**src/utf8_token_decoder_core_assert.svh**
```systemverilog
// ----------------------------------------------------------------------------
// utf8 token decoder assertion macros
// Concurrent assertion wrappers, empty when synthesizing.
// ----------------------------------------------------------------------------
`ifndef UTF8_TOKEN_DECODER_CORE_ASSERT_SVH
`define UTF8_TOKEN_DECODER_CORE_ASSERT_SVH

`ifndef SYNTHESIS
`define UTD_ASSERT(label, clk, rst, prop) \
  label: assert property (@(posedge clk) disable iff (rst) prop) \
    else $error("utd assertion failed");
`define UTD_ASSERT_ALWAYS(label, clk, prop) \
  label: assert property (@(posedge clk) prop) \
    else $error("utd assertion failed");
`else
`define UTD_ASSERT(label, clk, rst, prop)
`define UTD_ASSERT_ALWAYS(label, clk, prop)
`endif

`endif

```
**src/utd_pkg.sv**
```systemverilog
// ----------------------------------------------------------------------------
// utd_pkg
// Shared types and constants of the utf8 token decoder.
// ----------------------------------------------------------------------------
package utd_pkg;

  typedef enum logic [2:0] {
    KIND_END         = 3'd0,
    KIND_CONTROL     = 3'd1,
    KIND_SCALAR      = 3'd2,
    KIND_EXT_CONTROL = 3'd3,
    KIND_INVALID     = 3'd4
  } kind_t;

  localparam logic [7:0] BYTE_SPACE    = 8'h20;
  localparam logic [7:0] BYTE_EXT_LEAD = 8'h80;
  localparam logic [7:0] BYTE_2_LO     = 8'hC2;
  localparam logic [7:0] BYTE_2_HI     = 8'hDF;
  localparam logic [7:0] BYTE_3_LO     = 8'hE0;
  localparam logic [7:0] BYTE_3_HI     = 8'hEF;
  localparam logic [7:0] BYTE_3_SURR   = 8'hED;
  localparam logic [7:0] BYTE_3_MIN    = 8'hA0;
  localparam logic [7:0] BYTE_4_LO     = 8'hF0;
  localparam logic [7:0] BYTE_4_HI     = 8'hF4;
  localparam logic [7:0] BYTE_4_MIN    = 8'h90;
  localparam logic [7:0] BYTE_4_MAX    = 8'h8F;
  localparam logic [7:0] BYTE_CONT_HI  = 8'hBF;

  typedef struct packed {
    logic load;
    logic take;
    logic send;
    logic last;
  } cmd_t;

  typedef struct packed {
    logic decided;
    logic out_free;
  } stat_t;

  typedef struct packed {
    kind_t       kind;
    logic [20:0] cp;
    logic [2:0]  len;
    logic [7:0]  ctl;
    logic [7:0]  pay;
  } token_t;

endpackage

```
**src/utd_ctrl.sv**
```systemverilog
// ----------------------------------------------------------------------------
// utd_ctrl
// Sequencer: accepts a byte, cuts window tokens one per cycle unless output stalls.
// ----------------------------------------------------------------------------
module utd_ctrl
  import utd_pkg::*;
(
  input  logic  clk,
  input  logic  rst,
  input  logic  in_valid,
  output logic  in_ready,
  input  stat_t stat,
  output cmd_t  cmd
);

  typedef enum logic [2:0] {
    S_IDLE  = 3'b001,
    S_FIRST = 3'b010,
    S_CHAIN = 3'b100
  } state_t;

  state_t state, state_next;

  always_ff @(posedge clk) begin
    if (rst) begin
      state <= S_IDLE;
    end else begin
      state <= state_next;
    end
  end

  always_comb begin
    cmd        = '0;
    in_ready   = 1'b0;
    state_next = state;
    unique case (state)
      S_IDLE: begin
        in_ready = 1'b1;
        if (in_valid) begin
          cmd.load   = 1'b1;
          state_next = S_FIRST;
        end
      end
      S_FIRST: begin
        if (stat.decided) begin
          cmd.take   = 1'b1;
          state_next = S_CHAIN;
        end else begin
          state_next = S_IDLE;
        end
      end
      S_CHAIN: begin
        if (stat.out_free) begin
          cmd.send = 1'b1;
          cmd.last = !stat.decided;
          if (stat.decided) begin
            cmd.take = 1'b1;
          end else begin
            state_next = S_IDLE;
          end
        end
      end
      default: state_next = S_IDLE;
    endcase
  end

endmodule

```
**src/utd_datapath.sv**
```systemverilog
// ----------------------------------------------------------------------------
// utd_datapath
// Byte window, token decoder, held token and output register.
// ----------------------------------------------------------------------------
`include "utf8_token_decoder_core_assert.svh"

module utd_datapath
  import utd_pkg::*;
(
  input  logic        clk,
  input  logic        rst,
  input  cmd_t        cmd,
  output stat_t       stat,
  input  logic [7:0]  in_byte,
  output logic        out_valid,
  input  logic        out_ready,
  output logic [2:0]  token_kind,
  output logic [20:0] code_point,
  output logic [2:0]  byte_length,
  output logic [7:0]  control_code,
  output logic [7:0]  payload_byte,
  output logic        last_of_run
);

  logic [3:0][7:0] window;
  logic [2:0]      count;
  token_t          held;
  token_t          tok;
  logic            decided;
  logic [2:0]      used;
  logic [3:0][7:0] shifted;
  logic [7:0]      a, b1, b2, b3;
  logic            c1, c2, c3;

  assign a  = window[0];
  assign b1 = window[1];
  assign b2 = window[2];
  assign b3 = window[3];
  assign c1 = (b1 >= BYTE_EXT_LEAD) && (b1 <= BYTE_CONT_HI);
  assign c2 = (b2 >= BYTE_EXT_LEAD) && (b2 <= BYTE_CONT_HI);
  assign c3 = (b3 >= BYTE_EXT_LEAD) && (b3 <= BYTE_CONT_HI);

  // decode the front of the window
  always_comb begin
    tok      = '{kind: KIND_INVALID, cp: '0, len: 3'd1, ctl: '0, pay: '0};
    used     = 3'd1;
    decided  = (count != 3'd0);
    priority if (a == 8'h00) begin
      tok.kind = KIND_END;
      tok.len  = 3'd0;
      used     = count;
    end else if (a < BYTE_SPACE) begin
      tok.kind = KIND_CONTROL;
      tok.ctl  = a;
    end else if (a < BYTE_EXT_LEAD) begin
      tok.kind = KIND_SCALAR;
      tok.cp   = {14'd0, a[6:0]};
    end else if (a == BYTE_EXT_LEAD) begin
      if (count < 3'd2) begin
        decided = 1'b0;
      end else if (b1 != 8'h00) begin
        tok.kind = KIND_EXT_CONTROL;
        tok.len  = 3'd2;
        tok.ctl  = a;
        tok.pay  = b1;
        used     = 3'd2;
      end
    end else if ((a >= BYTE_2_LO) && (a <= BYTE_2_HI)) begin
      if (count < 3'd2) begin
        decided = 1'b0;
      end else if (c1) begin
        tok.kind = KIND_SCALAR;
        tok.cp   = {10'd0, a[4:0], b1[5:0]};
        tok.len  = 3'd2;
        used     = 3'd2;
      end
    end else if ((a >= BYTE_3_LO) && (a <= BYTE_3_HI)) begin
      if (count < 3'd2) begin
        decided = 1'b0;
      end else if (c1 && !((a == BYTE_3_LO) && (b1 < BYTE_3_MIN)) &&
                   !((a == BYTE_3_SURR) && (b1 >= BYTE_3_MIN))) begin
        if (count < 3'd3) begin
          decided = 1'b0;
        end else if (c2) begin
          tok.kind = KIND_SCALAR;
          tok.cp   = {5'd0, a[3:0], b1[5:0], b2[5:0]};
          tok.len  = 3'd3;
          used     = 3'd3;
        end
      end
    end else if ((a >= BYTE_4_LO) && (a <= BYTE_4_HI)) begin
      if (count < 3'd2) begin
        decided = 1'b0;
      end else if (c1 && !((a == BYTE_4_LO) && (b1 < BYTE_4_MIN)) &&
                   !((a == BYTE_4_HI) && (b1 > BYTE_4_MAX))) begin
        if (count < 3'd3) begin
          decided = 1'b0;
        end else if (c2) begin
          if (count < 3'd4) begin
            decided = 1'b0;
          end else if (c3) begin
            tok.kind = KIND_SCALAR;
            tok.cp   = {a[2:0], b1[5:0], b2[5:0], b3[5:0]};
            tok.len  = 3'd4;
            used     = 3'd4;
          end
        end
      end
    end
  end

  always_comb begin
    unique case (used)
      3'd1:    shifted = {8'h00, window[3], window[2], window[1]};
      3'd2:    shifted = {16'h0000, window[3], window[2]};
      3'd3:    shifted = {24'h000000, window[3]};
      default: shifted = '0;
    endcase
  end

  assign stat.decided  = decided;
  assign stat.out_free = !out_valid || out_ready;

  always_ff @(posedge clk) begin
    if (rst) begin
      count <= 3'd0;
    end else if (cmd.load) begin
      count <= count + 3'd1;
    end else if (cmd.take) begin
      count <= count - used;
    end
  end

  always_ff @(posedge clk) begin
    if (cmd.load) begin
      window[count[1:0]] <= in_byte;
    end else if (cmd.take) begin
      window <= shifted;
    end
  end

  always_ff @(posedge clk) begin
    if (cmd.take) begin
      held <= tok;
    end
  end

  // output register
  always_ff @(posedge clk) begin
    if (rst) begin
      out_valid <= 1'b0;
    end else if (cmd.send) begin
      out_valid <= 1'b1;
    end else if (out_ready) begin
      out_valid <= 1'b0;
    end
  end

  always_ff @(posedge clk) begin
    if (cmd.send) begin
      token_kind   <= held.kind;
      code_point   <= held.cp;
      byte_length  <= held.len;
      control_code <= held.ctl;
      payload_byte <= held.pay;
      last_of_run  <= cmd.last;
    end
  end

  `UTD_ASSERT(a_load_room, clk, rst, cmd.load |-> count <= 3'd3)
  `UTD_ASSERT(a_take_decided, clk, rst, cmd.take |-> stat.decided && used <= count)
  `UTD_ASSERT(a_send_free, clk, rst, cmd.send |-> stat.out_free)
  `UTD_ASSERT(a_end_empties, clk, rst,
    (cmd.take && tok.kind == KIND_END) |=> count == 3'd0)

endmodule

```
**src/utf8_token_decoder_core.sv**
```systemverilog
// ----------------------------------------------------------------------------
// utf8_token_decoder_core
// Byte-in, token-out utf8 decoder with validation.
// ----------------------------------------------------------------------------
// One byte is taken per request and appended to a window of at most four
// undecided bytes; tokens are then cut from the front of the window, one per
// cycle while the output is free, by a single decoder. A byte that gives no
// token keeps in_ready low until the sequencer is back in idle; a byte can
// give up to four tokens (after an invalid sequence is replayed), each taken
// into the held token and then sent through the output register; a stalled
// output holds the chain. The final token of each byte carries last_of_run.
// ----------------------------------------------------------------------------
module utf8_token_decoder_core
  import utd_pkg::*;
(
  input  logic        clk,
  input  logic        rst,
  input  logic        in_valid,
  output logic        in_ready,
  input  logic [7:0]  in_byte,
  output logic        out_valid,
  input  logic        out_ready,
  output logic [2:0]  token_kind,
  output logic [20:0] code_point,
  output logic [2:0]  byte_length,
  output logic [7:0]  control_code,
  output logic [7:0]  payload_byte,
  output logic        last_of_run
);

  cmd_t  cmd;
  stat_t stat;

  utd_ctrl u_ctrl (
    .clk      (clk),
    .rst      (rst),
    .in_valid (in_valid),
    .in_ready (in_ready),
    .stat     (stat),
    .cmd      (cmd)
  );

  utd_datapath u_datapath (
    .clk          (clk),
    .rst          (rst),
    .cmd          (cmd),
    .stat         (stat),
    .in_byte      (in_byte),
    .out_valid    (out_valid),
    .out_ready    (out_ready),
    .token_kind   (token_kind),
    .code_point   (code_point),
    .byte_length  (byte_length),
    .control_code (control_code),
    .payload_byte (payload_byte),
    .last_of_run  (last_of_run)
  );

endmodule
```
**config.mk**
```make
export PLATFORM = sky130hd
export DESIGN_NAME = utf8_token_decoder_core
export DESIGN_NICKNAME = d
export VERILOG_FILES = /design/src/utd_pkg.sv /design/src/utd_ctrl.sv /design/src/utd_datapath.sv /design/src/utf8_token_decoder_core.sv
export VERILOG_INCLUDE_DIRS = /design/src /design/src/src
export SDC_FILE = /design/constraint.sdc
export NUM_CORES = 1
export LEC_CHECK = 0
export BUFFER_PORTS_ARGS = -buffer_cell sky130_fd_sc_hd__buf_2
export CORE_ASPECT_RATIO = 1.5
export CORE_MARGIN = 2
export CORE_UTILIZATION = 58
export DETAILED_ROUTE_END_ITERATION = 8
export PLACE_DENSITY_LB_ADDON = 0.15
export SLEW_MARGIN = 10
export SYNTH_ARGS = -nofsm -noshare
export SYNTH_HDL_FRONTEND = slang
export SYNTH_HIERARCHICAL = 1
export SYNTH_SLANG_ARGS = --single-unit
export TNS_END_PERCENT = 5
```
**constraint.sdc**
```tcl
create_clock -name clk -period 6.5 [get_ports clk]
set_input_delay 1.3 -clock clk [delete_from_list [all_inputs] [get_ports clk]]
set_output_delay 1.3 -clock clk [all_outputs]
set_load 0.03 [all_outputs]
```
==> run metrics <==
result of the run=finished, final reports clean; number of cells on the worst hold path=0; most area-consuming cells after synthesis=edfxtp_1, a22oi_1, nand2_1; fin crit share=61.1%; post-synth top area cell=edfxtp_1; Final Skew=0.00630 ns; total via count in the routed design=3,602; leading cell type in the layout, fill and taps excluded=edfxtp_1; Post-Syn Area per Cell=13.2 um^2; slew of the pin with the lowest slew margin=1.22 ns; sequential area share after synthesis=67.1%; leak pwr=2.36 nW; post-cts sizing count=0; Final Max Tran Viols=0; length in cells of the worst reg-to-reg path=13; Hold Fails Final Rpt=0; clock transition time at the flip-flop clock pins of the worst setup and hold paths=0.06 ns; I/O Buffers=57; sum of net half-perimeters after detailed placement=7410 um; DRT iter0 DRCs=534; clock tree from TritonCTS=built; CTS Root Cell=clkbuf_16; Std-Cell Rows=43; most frequent cells in the layout=edfxtp_1, buf_2, nand2_1; power density cells=311 nW/um^2; synthesized netlist cell count=418; final global-route overflow total=0; number of search-and-repair iterations in the first detailed-routing pass=5; arrival time worst endpoint=4.27 ns; final layout net count=492; Setup violations, final=0; I/O pin count=58; post-layout min period=3.97 ns; maxcap violations=0; synthesized cell area=5530 um^2; number of post-CTS setup repair buffers=0; core area=9250 um^2; synthesis warning total=6; Yosys top cell area share=64.6%; path type of the worst min-delay path=register to register; hold_buf cts=0; starting density of the core=59.8%; routed wire length per instance=18.0 um; kind of start point of the critical path=register; Critical Path RT=6.80 ns; number of enable flip-flop cells after synthesis=119; endpoint kind of the worst setup timing path=register; floorplan die area=10,300 um^2; area of all sequential standard cells=3710 um^2; multi-input logic area=1700 um^2; maximum fanout encountered on the critical timing path=10; clock insertion delay at the later pin of the skew report=0.41 ns; unrepaired setup endpoints after global routing=false; Crit Path Category=register to register; first-pass GRT wire length=17,200 um; number of antenna violations at the first check in global routing=0; Slew Limit Headroom=17.9%; proportion of layout cells with a drive suffix above 1=22.8%; global router's overall resource usage=21.7%; Worst IR Drop VDD=0.218 mV; Residual DRC=0; total negative setup slack=0 ns; Synth Flop Type=edfxtp_1; maximum clock insertion buffer count=2; highest attainable clock frequency=252 MHz; global placer's final weighted congestion=0.914; post-synthesis sequential element count=126; residual antenna-violating net count after detailed routing=0; post-detailed-routing wire length=10,800 um; pin count of the biggest net entering global routing=47; share of the core filled with cells in the final layout=70.6%; Via-to-Cell Ratio=6.01; horizontal extent of the die=83.7 um; worst hold slack=0.414 ns; number of global-route vias before repair=3,471; number of clock buffers inserted by TritonCTS=17; CTS H-Tree Depth=4; layout overhead on the synthesized area=18.2%; CTS Sinks=126; distinct cell type count after synthesis=56; async set-or-reset flop fraction in the synthesized netlist=0%; DIE HEIGHT=124 um; antenna diode instance count=0; count of fill cells added during filler insertion=676
kinds of logic after synthesis:
kind of cell | count (synthesis) | synth area share, %
DFF | 126 | 67.1
and+or+nand+nor | 140 | 14.0
adders and majority gates | 6 | 1.49
buffers and inverters | 37 | 2.76
AOI/OAI and AO/OA | 106 | 14.0
other | 1 | 0.0678
muxes | 2 | 0.452
area by class of cell:
class                      instances  area share [%]
tap                              112            2.14
sequential                       126            56.8
timing repair buffer              62            5.13
multi-input combinational        256            25.9
inverter                          11           0.632
clock inverter                    15            2.85
clock buffer                      17            6.51
per-stage QoR:
stage	worst slack, ns	cells	total power [mW]	instance area (um^2)
2_1_floorplan	1.29	419	1.05	5530
5_1_grt	2.22	599	2.10	6540
4_1_cts	2.55	598	2.05	6520
3_3_place_gp	2.73	566	1.08	5910
6_report	2.53	599	2.03	6540
3_5_place_dp	2.59	566	1.09	5910
per-layer routing:
metal / part of all wire (%) / track usage [%] / wire length, um / vias up
li1: - / - / - / 1718
met1: 38 / 25.6 / 4120 / 1712
met2: 53 / 37.2 / 5760 / 143
met3: 5.6 / 5.70 / 609 / 29
met4: 2.7 / 10.9 / 295 / 0
met5: 0 / 0 / 0 / -
Yosys cell counts (9+ instances only):
| cell | instances |
|---|---|
| nor3_1 | 9 |
| a22oi_1 | 21 |
| a21oi_1 | 12 |
| nand3_1 | 10 |
| clkbuf_1 | 20 |
| o21ai_0 | 20 |
| and2_1 | 17 |
| nand2_1 | 42 |
| a222oi_1 | 10 |
| nor2_1 | 15 |
| a22o_1 | 13 |
| inv_1 | 11 |
| edfxtp_1 | 119 |
final timing paths:
check                               startpoint                             endpoint  slack [ns]
max                  u_datapath/a[0]$_DFFE_PP_     u_datapath/count[2]$_SDFFE_PP0P_        2.53
min          u_datapath/held[30]$_SDFFCE_PP0P_  u_datapath/code_point[11]$_DFFE_PP_        0.41
max reg2reg          u_datapath/a[0]$_DFFE_PP_     u_datapath/count[2]$_SDFFE_PP0P_        2.53
min reg2reg  u_datapath/held[30]$_SDFFCE_PP0P_  u_datapath/code_point[11]$_DFFE_PP_        0.41
where the power goes:
| group | switching (mW) | total, mW | leakage, nW | internal, mW |
|---|---|---|---|---|
| Combinational | 0.0725 | 0.121 | 0.929 | 0.0489 |
| Clock | 0.351 | 0.960 | 0.294 | 0.609 |
| Sequential | 0.0393 | 0.954 | 1.14 | 0.914 |
| Total | 0.463 | 2.03 | 2.36 | 1.57 |
flip-flops by register name (all words and copies together) (netlist names), 8 cells and up:
register and cells:
u_datapath/held 43, u_datapath/code_point 21, u_datapath/a 8, u_datapath/b1 8, u_datapath/b2 8, u_datapath/b3 8, u_datapath/control_code 8, u_datapath/payload_byte 8
critical path, cell delays in order, from the launching register on:
cell and delay [ns]:
edfxtp_1 0.54, or3_4 0.48, nor4_1 0.45, nand3b_1 0.21
o211ai_1 0.16, a21boi_1 0.32, inv_1 0.12, ha_1 0.29
or2_2 0.29, fa_1 0.39, inv_1 0.11, a211oi_2 0.06
a21oi_2 0.13, mux2_4 0.31
(Power assumes the default switching activity.)
